==> config.mk <==
export PLATFORM = sky130hd
export DESIGN_NAME = elevator_target_scheduler
export DESIGN_NICKNAME = d
export VERILOG_FILES = /design/src/hdl/ets_pkg.sv /design/src/hdl/ets_datapath.sv /design/src/hdl/ets_ctrl.sv /design/src/hdl/elevator_target_scheduler.sv
export VERILOG_INCLUDE_DIRS = /design/src /design/src/hdl
export SDC_FILE = /design/constraint.sdc
export NUM_CORES = 1
export LEC_CHECK = 0
export ABC_AREA = 1
export BUFFER_PORTS_ARGS = -buffer_cell sky130_fd_sc_hd__buf_2
export CAP_MARGIN = 0
export CORE_MARGIN = 2
export CORE_UTILIZATION = 30
export DETAILED_ROUTE_END_ITERATION = 12
export PLACE_DENSITY = 0.56
export SYNTH_ARGS = -nofsm -noshare
export SYNTH_HDL_FRONTEND = slang
export SYNTH_HIERARCHICAL = 1
export SYNTH_SLANG_ARGS = --single-unit
==> constraint.sdc <==
create_clock -name clk -period 2.9 [get_ports clk]
set_input_delay 0.58 -clock clk [delete_from_list [all_inputs] [get_ports clk]]
set_output_delay 0.58 -clock clk [all_outputs]
set_load 0.005 [all_outputs]
==> src/hdl/elevator_target_scheduler_defines.svh <==
// ---------------------------------------------------------------------------
// elevator_target_scheduler_defines.svh
// Assertion macros for the scheduler modules, used by ets_ctrl. They expect clk and
// arst_n in scope and vanish when SYNTHESIS is defined.
// ---------------------------------------------------------------------------
`ifndef ELEVATOR_TARGET_SCHEDULER_DEFINES_SVH
`define ELEVATOR_TARGET_SCHEDULER_DEFINES_SVH

`ifndef SYNTHESIS

// property must hold on every clock edge outside reset
`define ETS_ASSERT(lbl, prop) \
	lbl: assert property (@(posedge clk) disable iff (!arst_n) prop) \
		else $error("ets assertion failed");

// expression must never be true outside reset
`define ETS_NEVER(lbl, expr) \
	lbl: assert property (@(posedge clk) disable iff (!arst_n) !(expr)) \
		else $error("ets forbidden condition seen");

`else

`define ETS_ASSERT(lbl, prop)
`define ETS_NEVER(lbl, expr)

`endif

`endif

==> src/hdl/ets_pkg.sv <==
// ---------------------------------------------------------------------------
// ets_pkg
// Types and codes shared by the elevator target scheduler modules.
// ---------------------------------------------------------------------------
package ets_pkg;

	localparam int FLOOR_W = 5;
	localparam int CMD_W   = 2;
	localparam int HEAD_W  = 2;

	// event codes
	localparam logic [CMD_W-1:0] CMD_REQUEST = 2'd0;
	localparam logic [CMD_W-1:0] CMD_ARRIVE  = 2'd1;
	localparam logic [CMD_W-1:0] CMD_PASS    = 2'd2;

	// travel heading codes
	localparam logic [HEAD_W-1:0] DIR_STAY = 2'd0;
	localparam logic [HEAD_W-1:0] DIR_UP   = 2'd1;
	localparam logic [HEAD_W-1:0] DIR_DOWN = 2'd2;

	typedef struct packed {
		logic [CMD_W-1:0]   cmd;
		logic [FLOOR_W-1:0] floor_number;
	} item_t;

	typedef struct packed {
		logic [FLOOR_W-1:0] next_stop;
		logic [HEAD_W-1:0]  heading;
	} stop_t;

	// controller -> datapath
	typedef struct packed {
		logic latch;      // capture input beat
		logic req_upd;    // request: set pending, widen goal
		logic arr_upd;    // arrival: move cabin, clear pending, stop watching
		logic pass_upd;   // pass step on the latched floor
		logic far_init;   // start farthest-floor scan
		logic near_init;  // start nearest-floor scan
		logic scan_step;  // test one floor, advance pointer
		logic far_load;   // goal takes farthest-scan result
		logic emit;       // load stop register, apply pass step
	} ctl_cmd_t;

	// datapath -> controller
	typedef struct packed {
		logic [CMD_W-1:0] cmd_code;
		logic             floor_ok;
		logic             watching;
		logic             arr_goal;   // latched floor equals goal
		logic             scan_last;  // current scan cycle is the final one
		logic             hit;        // last scan found a pending floor
	} ctl_stat_t;

endpackage

==> src/hdl/ets_datapath.sv <==
// ---------------------------------------------------------------------------
// ets_datapath
// Scheduler state, the one-floor-per-cycle scan unit and the stop register.
// ---------------------------------------------------------------------------
module ets_datapath import ets_pkg::*; #(
	parameter int FLOORS = 16
) (
	input  logic      clk,
	input  logic      arst_n,
	input  item_t     item,
	input  ctl_cmd_t  cmd,
	output ctl_stat_t stat,
	output stop_t     stop
);

	localparam int PW     = $clog2(FLOORS + 1);
	localparam int WW     = (PW > FLOOR_W) ? PW : FLOOR_W;
	localparam int PIDX_W = $clog2(FLOORS);

	logic [WW-1:0]     cabin_q, goal_q, flr_q, ptr_q, found_q;
	logic [FLOORS-1:0] pending_q;
	logic              watching_q, up_q, hit_q;
	logic [HEAD_W-1:0] dir_q, heading_q;
	logic [CMD_W-1:0]  cmd_q;
	logic [FLOOR_W-1:0] stop_floor_q;

	logic [WW-1:0]     goal_base, goal_new, emit_floor;
	logic [HEAD_W-1:0] emit_dir;
	logic              ptr_ok, hit_now, end_now;

	// goal widening for a request
	always_comb begin
		goal_base = (goal_q == '0) ? flr_q : goal_q;
		if ((dir_q == DIR_UP && flr_q > goal_base) ||
		    (dir_q == DIR_DOWN && flr_q < goal_base)) begin
			goal_new = flr_q;
		end else begin
			goal_new = goal_base;
		end
	end

	assign ptr_ok  = (ptr_q != '0) && (ptr_q <= WW'(FLOORS));
	assign hit_now = ptr_ok && pending_q[PIDX_W'(ptr_q - WW'(1))];
	assign end_now = up_q ? (ptr_q == WW'(FLOORS)) : (ptr_q == WW'(1));

	assign emit_floor = hit_q ? found_q : flr_q;
	assign emit_dir   = (cabin_q > goal_q) ? DIR_DOWN : DIR_UP;

	always_ff @(posedge clk or negedge arst_n) begin
		if (!arst_n) begin
			cabin_q    <= WW'(1);
			goal_q     <= '0;
			pending_q  <= '0;
			watching_q <= 1'b0;
			dir_q      <= DIR_STAY;
		end else begin
			if (cmd.req_upd) begin
				pending_q[PIDX_W'(flr_q - WW'(1))] <= 1'b1;
				goal_q <= goal_new;
			end
			if (cmd.arr_upd) begin
				cabin_q    <= flr_q;
				pending_q[PIDX_W'(flr_q - WW'(1))] <= 1'b0;
				watching_q <= 1'b0;
			end
			if (cmd.pass_upd) begin
				if (watching_q) begin
					cabin_q <= flr_q;
				end
				watching_q <= 1'b1;
			end
			if (cmd.far_load) begin
				goal_q <= hit_q ? found_q : '0;
			end
			if (cmd.emit) begin
				dir_q <= emit_dir;
				if (watching_q) begin
					cabin_q <= emit_floor;
				end
				watching_q <= 1'b1;
			end
		end
	end

	// payload, scan and stop registers, no reset
	always_ff @(posedge clk) begin
		if (cmd.latch) begin
			cmd_q <= item.cmd;
			flr_q <= WW'(item.floor_number);
		end
		if (cmd.far_init) begin
			ptr_q <= (dir_q == DIR_UP) ? WW'(FLOORS) : WW'(1);
			up_q  <= (dir_q != DIR_UP);
			hit_q <= 1'b0;
		end
		if (cmd.near_init) begin
			ptr_q <= cabin_q;
			up_q  <= (goal_q > cabin_q);
			hit_q <= 1'b0;
		end
		if (cmd.scan_step) begin
			if (hit_now) begin
				found_q <= ptr_q;
				hit_q   <= 1'b1;
			end else if (!end_now) begin
				ptr_q <= up_q ? (ptr_q + WW'(1)) : (ptr_q - WW'(1));
			end
		end
		if (cmd.emit) begin
			stop_floor_q <= emit_floor[FLOOR_W-1:0];
			heading_q    <= emit_dir;
		end
	end

	assign stat.cmd_code  = cmd_q;
	assign stat.floor_ok  = (flr_q != '0) && (flr_q <= WW'(FLOORS));
	assign stat.watching  = watching_q;
	assign stat.arr_goal  = (flr_q == goal_q);
	assign stat.scan_last = hit_now || end_now;
	assign stat.hit       = hit_q;

	assign stop.next_stop = stop_floor_q;
	assign stop.heading   = heading_q;

endmodule

==> src/hdl/ets_ctrl.sv <==
// ---------------------------------------------------------------------------
// ets_ctrl
// Sequencer for the scheduler: decodes each event and runs the scans.
// ---------------------------------------------------------------------------
`include "elevator_target_scheduler_defines.svh"

module ets_ctrl import ets_pkg::*; (
	input  logic      clk,
	input  logic      arst_n,
	input  logic      item_valid,
	output logic      item_ready,
	output logic      stop_valid,
	input  logic      stop_ready,
	input  ctl_stat_t stat,
	output ctl_cmd_t  cmd
);

	typedef enum logic [3:0] {
		ST_IDLE,
		ST_DECODE,
		ST_REQ,
		ST_ARR,
		ST_PASS,
		ST_FAR_INIT,
		ST_FAR_SCAN,
		ST_FAR_LOAD,
		ST_NEAR_INIT,
		ST_NEAR_SCAN,
		ST_EMIT
	} state_t;

	state_t state_q, state_d;
	logic   out_valid_q;
	logic   out_free;

	assign out_free = !out_valid_q || stop_ready;

	always_comb begin
		cmd     = '0;
		state_d = state_q;
		case (state_q)
			ST_IDLE: begin
				cmd.latch = item_valid;
				if (item_valid) begin
					state_d = ST_DECODE;
				end
			end
			ST_DECODE: begin
				state_d = ST_IDLE;
				if (stat.floor_ok) begin
					case (stat.cmd_code)
						CMD_REQUEST: state_d = ST_REQ;
						CMD_ARRIVE:  state_d = stat.watching ? ST_ARR : ST_IDLE;
						CMD_PASS:    state_d = ST_PASS;
						default:     state_d = ST_IDLE;
					endcase
				end
			end
			ST_REQ: begin
				cmd.req_upd = 1'b1;
				state_d     = ST_NEAR_INIT;
			end
			ST_ARR: begin
				cmd.arr_upd = 1'b1;
				state_d     = stat.arr_goal ? ST_FAR_INIT : ST_NEAR_INIT;
			end
			ST_PASS: begin
				cmd.pass_upd = 1'b1;
				state_d      = ST_IDLE;
			end
			ST_FAR_INIT: begin
				cmd.far_init = 1'b1;
				state_d      = ST_FAR_SCAN;
			end
			ST_FAR_SCAN: begin
				cmd.scan_step = 1'b1;
				if (stat.scan_last) begin
					state_d = ST_FAR_LOAD;
				end
			end
			ST_FAR_LOAD: begin
				cmd.far_load = 1'b1;
				state_d      = ST_NEAR_INIT;
			end
			ST_NEAR_INIT: begin
				cmd.near_init = 1'b1;
				state_d       = ST_NEAR_SCAN;
			end
			ST_NEAR_SCAN: begin
				cmd.scan_step = 1'b1;
				if (stat.scan_last) begin
					state_d = ST_EMIT;
				end
			end
			ST_EMIT: begin
				// arrival with nothing pending sends no stop
				if (!stat.hit && stat.cmd_code != CMD_REQUEST) begin
					state_d = ST_IDLE;
				end else if (out_free) begin
					cmd.emit = 1'b1;
					state_d  = ST_IDLE;
				end
			end
			default: state_d = ST_IDLE;
		endcase
	end

	always_ff @(posedge clk or negedge arst_n) begin
		if (!arst_n) begin
			state_q     <= ST_IDLE;
			out_valid_q <= 1'b0;
		end else begin
			state_q <= state_d;
			if (cmd.emit) begin
				out_valid_q <= 1'b1;
			end else if (stop_ready) begin
				out_valid_q <= 1'b0;
			end
		end
	end

	assign item_ready = (state_q == ST_IDLE);
	assign stop_valid = out_valid_q;

	// a stop is loaded only into a free output register
	`ETS_ASSERT(a_emit_free, cmd.emit |-> out_free)
	// an accepted beat always goes to decode next
	`ETS_ASSERT(a_accept_decode, (item_valid && item_ready) |=> (state_q == ST_DECODE))
	// state updates are issued one at a time
	`ETS_ASSERT(a_cmd_onehot, $onehot0({cmd.req_upd, cmd.arr_upd, cmd.pass_upd,
		cmd.far_load, cmd.emit, cmd.scan_step, cmd.far_init, cmd.near_init}))

endmodule

==> src/hdl/elevator_target_scheduler.sv <==
// ---------------------------------------------------------------------------
// elevator_target_scheduler: SCAN-style stop picker for one elevator cabin
// Requests always yield a stop, arrivals only when the scan finds a pending floor; pass gives none.
// A new event beat is accepted only once the previous event is done, which
// is delayed further while a stop waits in emit for the output register to
// free; the scan behind each event tests one floor per cycle.
// Reset (arst_n low, async): cabin 1, no goal, nothing pending, waiting, stay.
// ---------------------------------------------------------------------------
module elevator_target_scheduler import ets_pkg::*; #(
	parameter int FLOORS = 16
) (
	input  logic  clk,
	input  logic  arst_n,
	// event channel
	input  logic  item_valid,
	output logic  item_ready,
	input  item_t item,
	// stop channel
	output logic  stop_valid,
	input  logic  stop_ready,
	output stop_t stop
);

	// Controller walks each request or arrival through decode, the optional
	// farthest-floor scan (arrival at the goal), the nearest-floor scan and
	// the emit step. The datapath owns all scheduler state and a single scan
	// pointer that tests one pending bit per cycle.
	//
	// The stop register is separate from the event side: a finished stop may
	// sit unclaimed while the next event beat is accepted and worked on; only
	// a second stop waits in the emit step for the register to free up.
	//
	// Events naming floor 0, a floor above FLOORS, or the unused command
	// code are accepted and dropped without touching state.

	ctl_cmd_t  ctl_cmd;
	ctl_stat_t ctl_stat;

	ets_ctrl u_ctrl (
		.clk        (clk),
		.arst_n     (arst_n),
		.item_valid (item_valid),
		.item_ready (item_ready),
		.stop_valid (stop_valid),
		.stop_ready (stop_ready),
		.stat       (ctl_stat),
		.cmd        (ctl_cmd)
	);

	ets_datapath #(
		.FLOORS (FLOORS)
	) u_datapath (
		.clk    (clk),
		.arst_n (arst_n),
		.item   (item),
		.cmd    (ctl_cmd),
		.stat   (ctl_stat),
		.stop   (stop)
	);

endmodule
* After elaboration in Yosys (flattened, before gate mapping)
Cells that the tools add are included.
** Operators by class
- $add $sub $neg :: 3
- Magnitude comparators :: 9
- Equality and inequality tests :: 22
- Muxes and demuxes :: 58
- Bitwise gates (word level) :: 3
- Reductions and logical operators :: 26
** Operators by type and width (number)
- two-way mux 5 bit :: 18
- case mux 4 bit (9 select lines) :: 1
- two-way mux 16 bit :: 2
- two-way mux 4 bit :: 7
- two-way mux 1 bit :: 25
- bitwise AND 16 bit :: 1
- equality test 4 x 3 -> 1 bit, second input constant :: 4
- inverter 16 bit :: 1
- bitwise OR 16 bit :: 1
- > comparator 5 bit :: 3
- equality test 4 bit, second input constant :: 3
- case mux 4 bit (3 select lines) :: 1
- <= comparator 5 bit, second input constant :: 2
- < comparator 4 x 5 -> 1 bit, second input constant :: 2
- nonzero test 5 bit :: 2
- equality test 4 x 2 -> 1 bit, second input constant :: 2
- nonzero test 2 bit :: 4
- logical AND 1 bit :: 7
- != test 2 bit, second input constant :: 3
- adder 5 x 1 -> 5 bit, second input constant :: 1
- equality test 5 x 1 -> 1 bit, second input constant :: 1
- equality test 5 bit :: 1
- equality test 5 bit, second input constant :: 1
- zero test 5 bit :: 1
- 20 further kinds :: 27
** Storage, ports and cells
- Bits in registers :: 60
- Bits of input ports :: 11
- Output and inout bits :: 9
- Logic and storage cells :: 136

* Longest topological paths before layout
Gate-level depths: netlist of run 1.
- Depth after elaboration :: 9
- Gate-level depth with buffers :: 17
- Mapped depth without buffers :: 16

* Modules after synthesis
Netlist of run 1, hierarchy kept.
** Modules (own cells, without submodules)
- ets_datapath :: times used 1, cells an instance 387, area an instance 3193.1 µm², seq. area each 1447.6 µm²
- ets_ctrl :: times used 1, cells an instance 82, area an instance 449.2 µm², seq. area each 125.1 µm²

* Worst setup path before layout of run 1
No wires, ideal clock.
- Path kind :: reg2reg
- Start point :: reg u_datapath.goal_q[4]
- End point :: reg u_datapath.goal_q[0]
- Setup time :: 0.118 ns
- Arrival :: 2.070 ns
- Data required time :: 2.782 ns
- Setup slack :: 0.713 ns
- Cell stages (with the launch flop) :: 14
- Buffers on the path :: 0
- Period minus slack after synthesis :: 2.187 ns
- Cell sequence :: dfrtp_1 -> inv_1 -> nand3_1 -> nor3_1 -> a21oi_1 -> ha_1 -> nand2_1 -> inv_1 -> o21bai_1 -> o2111ai_1 -> nand2_1 -> nand2_1 -> nand3_1 -> nand2_1
** On the way
- Longest elaborated chain between the ends :: 8
- Elaborated cells on any way between the ends :: 10
- Classes of those cells :: 2 x order compare; 4 x mux; 4 x reduce/logical
** RTL lines
- start: declaration :: line ets_datapath.sv:20 : logic [WW-1:0] cabin_q, goal_q, flr_q, ptr_q, found_q;
- start signal: assignment :: line ets_datapath.sv:59 : goal_q <= goal_new;
- start signal: assignment :: line ets_datapath.sv:73 : goal_q <= hit_q ? found_q : '0;
- zero test 5 bit :: line ets_datapath.sv:33 : goal_base = (goal_q == '0) ? flr_q : goal_q;
- two-way mux 5 bit (*) :: line ets_datapath.sv:33
- > comparator 5 bit / < comparator 5 bit (equally long branches) :: line ets_datapath.sv:34, ets_datapath.sv:35
- logical AND 1 bit (on tied branches) :: line ets_datapath.sv:34, ets_datapath.sv:35
- logical OR 1 bit :: line ets_datapath.sv:34 : if ((dir_q == DIR_UP && flr_q > goal_base) ||
- two-way mux 5 bit (*) :: line ets_datapath.sv:34
- two-way mux 5 bit (*) :: line ets_datapath.sv:57 : if (cmd.req_upd) begin
- two-way mux 5 bit (*) :: line ets_datapath.sv:72 : if (cmd.far_load) begin
Every way passes the cells marked *; elsewhere a longest branch is shown, timed or not. The select of a mux whose other input is x is not followed.
A chain may end at the register's enable or synchronous reset.

* Worst setup path after layout of run 1
- Start point :: reg u_datapath.goal_q[4]
- End point :: reg u_datapath.goal_q[2]
Same word-level chain as after synthesis.

==> out/summary.txt, run 1 <==
status: finished, final reports clean
setup TNS: 0 ns
net count after synthesis: 495
final instance area: 4192 µm²
Slew Limit Fails: 0
DIE WIDTH: 114.2 µm
VDD IR max: 0.2994 mV
yosys warns: 6
worst reg2reg path depth: 13
total CTS buffers: 9
sw frac: 44.51%
final layout net count: 521
PD cells: 1074 nW/µm²
Setup Buffers After CTS: 0
share of layout cells above drive strength 1: 13.20%
placed instance area: 3914 µm²
Flop pwr share: 32.5%
CTS Buffer Depth: 2
DIE HEIGHT: 114.2 µm
Power Internal: 2.497 mW
DRT iter0 DRCs: 277
Syn Area/Cell: 7.766 µm²
final setup violation count: 0
Worst Hold Class: in -> async
vias per std cell: 5.011
Post-synth EDFFs: 20
Cells after Synth: 469
Yosys reg bits: 60
PortBufs: 19
Worst Setup End Kind: flip-flop
Pleak: 2.042 nW
Setup crit start kind: flip-flop
post-CTS sizing: 0
row count: 40
Least-Margin Pin Slew: 0.8304 ns
Register Area: 1573 µm²
Routed WL per cell: 14.56 µm
antenna viol nets, final: 0
r2r setup slk: 0.32 ns
final hold vios: 0
sequential share of the synthesized area: 43.18%
core footprint: 11910 µm²
fill count: 1224
DRC: 0
unrepaired setup endpoints after global routing: no
Post-Route WL: 9420 µm
first-pass GRT wire length: 15400 µm
n_diodes: 0
distinct cell type count after synthesis: 37
NetSw: 2.003 mW
P&R area growth vs syn: 15.08%
Clk network pwr share: 21.9%
largest fanout on the critical path: 6
Setup CP Type: reg -> reg
TritonRoute pass-1 iters: 4
post-synthesis instance area: 3642 µm²
GPL Wtd Cong: 0.8877
Final Cycle Share: 89.07%
post-cts hold buffer count: 0
Worst EP required: 3.11 ns
clk_lat worst skew: 0.33 ns
Rel. slew slack: 44.64%
top_reg_cell synth: dfrtp_1
max-cap violations: 0
dpl hpwl: 7074 µm
CTS Sinks: 60
clock slew at reported path FFs: 0.05 ns
grt total ovfl: 0
number of global-route vias before repair: 3062
f_max: 387.1 MHz
combinational fraction of design power: 45.6%
H-tree Lvls: 3
GRT Util Overall: 15.30%
CTS Root Buffer Type: clkbuf_16
vias post-DR: 3242
Worst Skew: 0.004652 ns
asr flop ratio synth: 56.67%
Multi-input gate area: 1719 µm²
Initial Util: 30.58%
CP arrival: 2.80 ns
I/O Pins: 20
CTS tree: yes
initial antenna violation count: 0
Die ar.: 13040 µm²
Tmin final: 2.583 ns
largest net degree at the start of global routing: 35
==> registers in the layout, summed over array words and instances, names as in the netlist, 4 cells and up <==
signal                   cells
u_ctrl/state_q               4
u_datapath/cabin_q           5
u_datapath/flr_q             5
u_datapath/found_q           5
u_datapath/goal_q            5
u_datapath/pending_q        16
u_datapath/ptr_q             5
u_datapath/stop_floor_q      5
==> routing by layer <==
layer  GRT usage (%)  up-vias  share of wire [%]
met2           25.08       80                 47
met1           20.18     1532                 47
met3           3.282       15                5.1
met4           4.959        0                1.8
li1                -     1615                  -
met5               0        -                  0
==> Yosys cell counts, types with 3 or more instances <==
master	n	area [µm²]
edfxtp_1	20	600.6
nor2_2	3	18.77
nand2_1	102	382.9
dfrtp_1	33	825.8
nand2_2	3	18.77
o21bai_1	3	22.52
nand3_2	5	50.05
dfxtp_1	6	120.1
o22ai_1	3	18.77
nand3_1	40	200.2
clkbuf_1	8	30.03
o21ai_0	25	125.1
xor2_1	6	52.55
xnor2_1	3	26.28
a21oi_1	41	205.2
inv_1	69	259.0
nor2_1	33	123.9
nor3_1	6	30.03
ha_1	15	187.7
inv_2	4	15.01
nand4_1	20	125.1
==> cell usage in the layout (no fill, tap or decap), types with 3 or more instances in the layout <==
cell type and instances:
a21oi_1 41, buf_2 19, buf_4 8, clkbuf_16 9, clkinv_2 4, dfrtp_1 33, dfxtp_1 6, edfxtp_1 20
ha_1 15, inv_1 69, inv_2 4, nand2_1 102, nand2_2 3, nand3_1 40, nand3_2 5, nand4_1 20
nor2_1 33, nor2_2 3, nor3_1 6, o21ai_0 25, o21bai_1 3, o22ai_1 3, xnor2_1 3, xor2_1 6
==> power groups by stage <==
stage,clock (mW),combinational [mW],sequential (mW)
global route,1.05,2.35,1.50
CTS,1.01,2.05,1.46
floorplan,0,1.62,1.37
detailed placement,0,2.04,1.47
global placement,0,2.02,1.47
finish,0.984,2.05,1.46
==> worst paths after layout <==
check                                              startpoint                                  to
max                          u_datapath/goal_q[4]$_DFFE_PN0P_    u_datapath/goal_q[2]$_DFFE_PN0P_
min                                                    arst_n   u_datapath/pending_q[4]$_DFF_PN0_
max reg2reg                  u_datapath/goal_q[4]$_DFFE_PN0P_    u_datapath/goal_q[2]$_DFFE_PN0P_
min reg2reg                u_datapath/pending_q[11]$_DFF_PN0_  u_datapath/pending_q[11]$_DFF_PN0_
max in group asynchronous                              arst_n    u_datapath/goal_q[4]$_DFFE_PN0P_
min in group clk                                      item[0]       u_datapath/flr_q[0]$_DFFE_PP_
==> area by class of cell <==
cell class                 count  area share, %
multi-input combinational    322          41.01
sequential                    60          37.52
clock buffer                  10          5.701
inverter                      75          6.746
tap                          147          4.388
clock inverter                 6         0.9254
timing repair buffer          27          3.701
==> stage by stage <==
stage / setup slack (ns) / hold WS (ns) / utilization, % / std cells / power (mW)
2_1_floorplan: 0.7127 / 0.2844 / - / 469 / 2.992
3_3_place_gp: 0.4675 / 0.4887 / 32.86 / 631 / 3.489
3_5_place_dp: 0.3693 / 0.5011 / 32.86 / 631 / 3.516
4_1_cts: 0.3625 / 0.3799 / 35.19 / 647 / 4.518
5_1_grt: 0.05923 / 0.4232 / 35.19 / 647 / 4.901
6_report: 0.3170 / 0.3514 / 35.19 / 647 / 4.500
==> critical path: stages, from the launching register on <==
cell and delay (ns):
dfrtp_1 0.42, inv_1 0.09, nand3_1 0.09, nor3_1 0.41, a21oi_1 0.17, ha_1 0.32, nand2_1 0.07, inv_1 0.04
o21bai_1 0.15, o2111ai_1 0.27, nand2_1 0.25, nand2_1 0.07, nand3_1 0.08, nand2_1 0.06
==> logic make-up (layout without fill, tap and decap cells) <==
kind of cell | count (synthesis) | after routing | share of synthesized area (%)
simple gates | 218 | 218 | 27.83
buf+inv | 87 | 118 | 9.618
compound gates | 80 | 80 | 12.06
flops | 60 | 60 | 43.18
fa+ha+maj | 15 | 15 | 5.153
xor+xnor | 9 | 9 | 2.164
Note: power is estimated with default switching activity, not from simulation.
==> run 2: changes to the inputs <==
- RECOVER_POWER: unset -> 25
==> run 2 against run 1 <==
Compared with the run above: the flow now finishes with violations (max-capacitance violations, max-slew violations); wire length decreased by 0.42%; sequential share of layout area about the same; via count decreased by 0.12%; sequential power about the same; critical path type unchanged.
==> out/summary.txt, run 2 (synthesis results as in run 1) <==
status: finished with violations
failing checks: max-capacitance violations, max-slew violations
antenna viol nets, final: 0
DRC: 0
Die ar.: 13040 µm²
DRT iter0 DRCs: 276
post-cts hold buffer count: 0
largest fanout on the critical path: 6
CTS Sinks: 60
max reg flops: 16
Final Cycle Share: 89.20%
DIE WIDTH: 114.2 µm
TritonRoute pass-1 iters: 5
Setup Buffers After CTS: 0
Worst Hold Class: in -> reg
grt total ovfl: 0
VDD IR max: 0.2996 mV
first-pass GRT wire length: 15400 µm
Setup CP Type: reg -> reg
Setup crit start kind: flip-flop
H-tree Lvls: 3
largest register by flop count: u_datapath/pending_q
setup TNS: 0 ns
CTS Root Buffer Type: clkbuf_16
PortBufs: 19
vias per std cell: 5.005
Post-Route Utilization: 35.15%
Least-Margin Pin Slew: 1.992 ns
core footprint: 11910 µm²
fill count: 1227
GPL Wtd Cong: 0.8877
CTS Buffer Depth: 2
I/O Pins: 20
share of layout cells above drive strength 1: 12.80%
final setup violation count: 0
vias post-DR: 3238
CTS tree: yes
Worst Setup End Kind: flip-flop
most frequent cells in the layout: 102 x nand2_1, 69 x inv_1, 41 x a21oi_1
Pleak: 2.036 nW
final hold vios: 0
initial antenna violation count: 0
Routed WL per cell: 14.50 µm
clk_lat worst skew: 0.33 ns
f_max: 386.6 MHz
CP arrival: 2.80 ns
Initial Util: 30.58%
Tmin final: 2.587 ns
unrepaired setup endpoints after global routing: no
largest net degree at the start of global routing: 35
Worst EP required: 3.12 ns
PD cells: 1073 nW/µm²
final layout net count: 521
Slew Limit Fails: 35
dpl hpwl: 7074 µm
clock slew at reported path FFs: 0.05 ns
DIE HEIGHT: 114.2 µm
number of global-route vias before repair: 3062
most common cell after layout, fill and taps aside: nand2_1
post-CTS sizing: 0
total CTS buffers: 9
n_diodes: 0
GRT Util Overall: 15.30%
Worst Skew: 0.004695 ns
max-cap violations: 1
P&R area growth vs syn: 14.94%
Post-Route WL: 9380 µm
row count: 40
Rel. slew slack: -32.80%
-- run 2: changes by cell type in the layout (fill, tap and decap cells not counted) --
cell | previous run | this run
clkbuf_1 | 0 | 2
buf_4 | 8 | 7
buf_2 | 19 | 18
-- run 2: worst max-delay path, cell delays in order, from the launching register on --
cell       delay, ns
dfrtp_1         0.42
inv_1           0.09
nand3_1         0.09
nor3_1          0.42
a21oi_1         0.17
ha_1            0.32
nand2_1         0.07
inv_1           0.04
o21bai_1        0.15
o2111ai_1       0.27
nand2_1         0.25
nand2_1         0.07
nand3_1         0.08
nand2_1         0.06
-- run 2: per-stage QoR --
step           total power, mW  cells  instance area, µm²  worst slack, ns  hold WS, ns
2_1_floorplan            2.992    469                3642           0.7127       0.2844
3_3_place_gp             3.489    631                3914           0.4675       0.4887
3_5_place_dp             3.516    631                3914           0.3693       0.5011
4_1_cts                  4.518    647                4192           0.3625       0.3799
5_1_grt                  4.895    647                4187          0.05923       0.4265
6_report                 4.493    647                4187           0.3133       0.4284
-- run 2: layout make-up --
| class | instances | area, µm² | area share [%] |
|---|---|---|---|
| Sequential cell | 60 | 1573 | 37.57 |
| Multi-Input combinational cell | 322 | 1719 | 41.06 |
| Clock inverter | 6 | 38.79 | 0.9265 |
| Clock buffer | 10 | 239.0 | 5.708 |
| Timing Repair Buffer | 27 | 150.1 | 3.586 |
| Inverter | 75 | 282.8 | 6.754 |
| Tap cell | 147 | 183.9 | 4.393 |
-- run 2: report_power, final --
part	total (mW)	internal, mW	switching [mW]
Sequential	1.46	1.18	0.277
Combinational	2.05	0.707	1.34
Clock	0.985	0.598	0.387
Total	4.49	2.49	2.00
-- run 2: path summary, 6_finish.rpt --
path                                                          from                                 end  slack [ns]  cells after the start
max in group asynchronous                                   arst_n    u_datapath/goal_q[4]$_DFFE_PN0P_        0.94                      1
worst max-delay path              u_datapath/goal_q[4]$_DFFE_PN0P_    u_datapath/goal_q[0]$_DFFE_PN0P_        0.31                     13
min in group asynchronous                                   arst_n   u_datapath/pending_q[4]$_DFF_PN0_        0.81                      1
worst min register to register  u_datapath/pending_q[11]$_DFF_PN0_  u_datapath/pending_q[11]$_DFF_PN0_        0.51                      1
worst max register to register    u_datapath/goal_q[4]$_DFFE_PN0P_    u_datapath/goal_q[0]$_DFFE_PN0P_        0.31                     13
worst min-delay path                                       item[0]       u_datapath/flr_q[0]$_DFFE_PP_        0.43                      1
-- run 2: metal layers --
metal | global-route usage (%) | share of wire [%] | vias up
met5 | 0 | 0 | -
met4 | 4.959 | 1.7 | 0
met3 | 3.282 | 4.8 | 13
met2 | 25.08 | 47 | 81
met1 | 20.18 | 47 | 1526
li1 | - | - | 1618
==> run 3: changes to the inputs <==
- ABC_AREA: 1 -> unset
==> run 3 against run 2 <==
Compared with the run above: the run still ends with max-capacitance violations, max-slew violations left; first-iteration DRC count decreased by 29%; synthesized cell count shrank 24%; highest routed layer unchanged; wire length is 10% lower; largest power group unchanged; via count shrank 14%; hold slack improved by 0.00068 ns; non-clock buffer count grew 6; worst setup slack worse by 0.22 ns; critical path depth down 2; critical path type unchanged; fmax down 7.8%; die area is 3.6% lower; clock skew increased by 0.0051 ns; register-to-register slack worse by 0.22 ns.
==> out/summary.txt, run 3 <==
status: finished with violations
failing checks: max-capacitance violations, max-slew violations
max-cap violations: 1
final hold vios: 0
CTS Sinks: 60
largest register by flop count: u_datapath/pending_q
yosys warns: 6
largest fanout on the critical path: 9
TritonRoute pass-1 iters: 4
largest net degree at the start of global routing: 35
P&R area growth vs syn: 15.52%
clk_lat worst skew: 0.33 ns
n_diodes: 0
dpl hpwl: 6130 µm
fill count: 1189
Worst Skew: 0.009828 ns
most common cell after layout, fill and taps aside: a21oi_1
f_max: 356.6 MHz
grt total ovfl: 0
Post-Route WL: 8420 µm
Pleak: 1.704 nW
Cells after Synth: 357
GRT Util Overall: 14.14%
DIE WIDTH: 112.1 µm
r2r setup slk: 0.1 ns
vias post-DR: 2774
share of layout cells above drive strength 1: 15.45%
Rel. slew slack: -32.55%
DRC: 0
most common cell in the synthesized netlist: a21oi_1
Final Cycle Share: 96.71%
Setup crit start kind: flip-flop
total CTS buffers: 9
GPL Wtd Cong: 0.8259
Syn Area/Cell: 9.824 µm²
first-pass GRT wire length: 13910 µm
CTS Root Buffer Type: clkbuf_16
top_reg_cell synth: dfrtp_1
max reg flops: 16
share of Yosys cell area claimed by the top area cell type: 23.55%
DIE HEIGHT: 112.1 µm
Worst EP required: 3.09 ns
Post-synth top cells: 49 x a21oi_1, 33 x dfrtp_1, 28 x nor2_1, 20 x edfxtp_1
sequential share of the synthesized area: 44.84%
I/O Pins: 20
Routed WL per cell: 16.04 µm
initial antenna violation count: 0
ranking of synthesized cells by area: dfrtp_1 24%, edfxtp_1 17%, a21oi_1 7.0%
most frequent cells in the layout: 49 x a21oi_1, 33 x dfrtp_1, 27 x nor2_1
Post-synth EDFFs: 20
Worst Setup End Kind: flip-flop
antenna viol nets, final: 0
distinct cell type count after synthesis: 57
Post-Route Utilization: 35.48%
H-tree Lvls: 3
vias per std cell: 5.284
VDD IR max: 0.5222 mV
DRT iter0 DRCs: 197
CP arrival: 3.00 ns
Slew Limit Fails: 35
PD cells: 1119 nW/µm²
core footprint: 11420 µm²
CTS tree: yes
clock slew at reported path FFs: 0.05 ns
Yosys reg bits: 60
setup TNS: 0 ns
number of global-route vias before repair: 2731
final layout net count: 403
net count after synthesis: 383
Tmin final: 2.805 ns
Initial Util: 30.71%
post-synthesis instance area: 3507 µm²
Die ar.: 12570 µm²
Worst Hold Class: in -> reg
final setup violation count: 0
Least-Margin Pin Slew: 1.988 ns
Synth area leader: dfrtp_1
row count: 39
PortBufs: 19
asr flop ratio synth: 56.67%
Setup CP Type: reg -> reg
CTS Buffer Depth: 2
-- run 3: cell count changes after synthesis, moves of 6 or more --
cell	before	now
inv_1	69	17
nor3b_1	0	8
nand4_1	20	1
nand3_1	40	3
a21oi_1	41	49
a31oi_1	0	9
a21o_1	0	7
mux2i_1	0	10
nand2_1	102	17
nand2b_1	0	7
o21ai_0	25	16
nor2b_1	0	7
nor3_1	6	12
-- run 3: stage by stage --
stage / hold slack (ns) / std cells / power (mW) / worst slack (ns) / instance area, µm²
after floorplan: 0.2844 / 357 / 2.994 / 0.08353 / 3507
after global placement: 0.5034 / 509 / 3.469 / 0.1844 / 3766
after detailed placement: 0.5231 / 509 / 3.506 / 0.1200 / 3766
after CTS: 0.3892 / 525 / 4.551 / 0.08025 / 4046
after global routing: 0.4202 / 525 / 4.898 / -0.02016 / 4051
final: 0.4290 / 525 / 4.533 / 0.09539 / 4051
-- run 3: cell type report --
cell class	instances	area, µm²	area share [%]
clock buffers	12	236.5	5.837
clock inverters	4	43.79	1.081
inverters	18	67.56	1.668
multi-input cells	255	1757	43.36
flip-flops and latches	60	1573	38.82
well taps	143	178.9	4.416
repair buffers	33	195.2	4.818
-- run 3: power by group --
part           leakage [nW]  internal [mW]  switching (mW)
registers             0.659           1.22           0.376
logic                 0.907          0.910            1.02
clock network         0.138          0.658           0.353
-- run 3: cells by family (layout without fill, tap and decap cells) --
kind of cell	Yosys count	in the layout	share of synthesized area, %
DFF	60	60	44.85
muxes	22	22	7.991
and+or+nand+nor	102	102	15.73
buffers and inverters	42	67	5.351
AOI/OAI and AO/OA	104	104	17.73
adders and majority gates	15	15	5.351
xor gates and xnor gates	12	12	2.997
-- run 3: final timing paths --
kind,from,end,cells after the start
worst min-delay path,item[6],u_datapath/cmd_q[1]$_DFFE_PP_,1
max in group asynchronous,arst_n,u_datapath/goal_q[0]$_DFFE_PN0P_,1
worst max-delay path,u_datapath/goal_q[3]$_DFFE_PN0P_,u_datapath/goal_q[0]$_DFFE_PN0P_,11
min in group asynchronous,arst_n,u_datapath/pending_q[12]$_DFF_PN0_,1
worst max register to register,u_datapath/goal_q[3]$_DFFE_PN0P_,u_datapath/goal_q[0]$_DFFE_PN0P_,11
worst min register to register,u_datapath/ptr_q[1]$_DFF_P_,u_datapath/found_q[1]$_DFFE_PP_,0
-- run 3: metal layers --
metal | up-vias | GRT usage, % | share of wire [%]
li1 | 1333 | - | -
met1 | 1345 | 18.68 | 47
met2 | 77 | 21.65 | 46
met3 | 19 | 3.186 | 4.6
met4 | 0 | 7.561 | 2.9
met5 | - | 0 | 0
-- run 3: repair_timing --
| action | CTS | global route |
|---|---|---|
| gates resized for setup | 0 | 4 |
| hold buffers | 0 | 0 |
| buffers inserted | 0 | 0 |
| setup endpoints to repair | 0 | 6 |
| hold endpoints to repair | 0 | 0 |
-- run 3: critical path, cell delays in order (launching register included) --
cell	delay, ns
dfrtp_1	0.42
or4_1	0.57
nor2_4	0.15
a21oi_1	0.10
ha_1	0.33
a21o_1	0.11
a21oi_1	0.05
o21ai_0	0.25
mux2i_1	0.24
buf_4	0.19
mux2i_1	0.18
o21ai_0	0.09
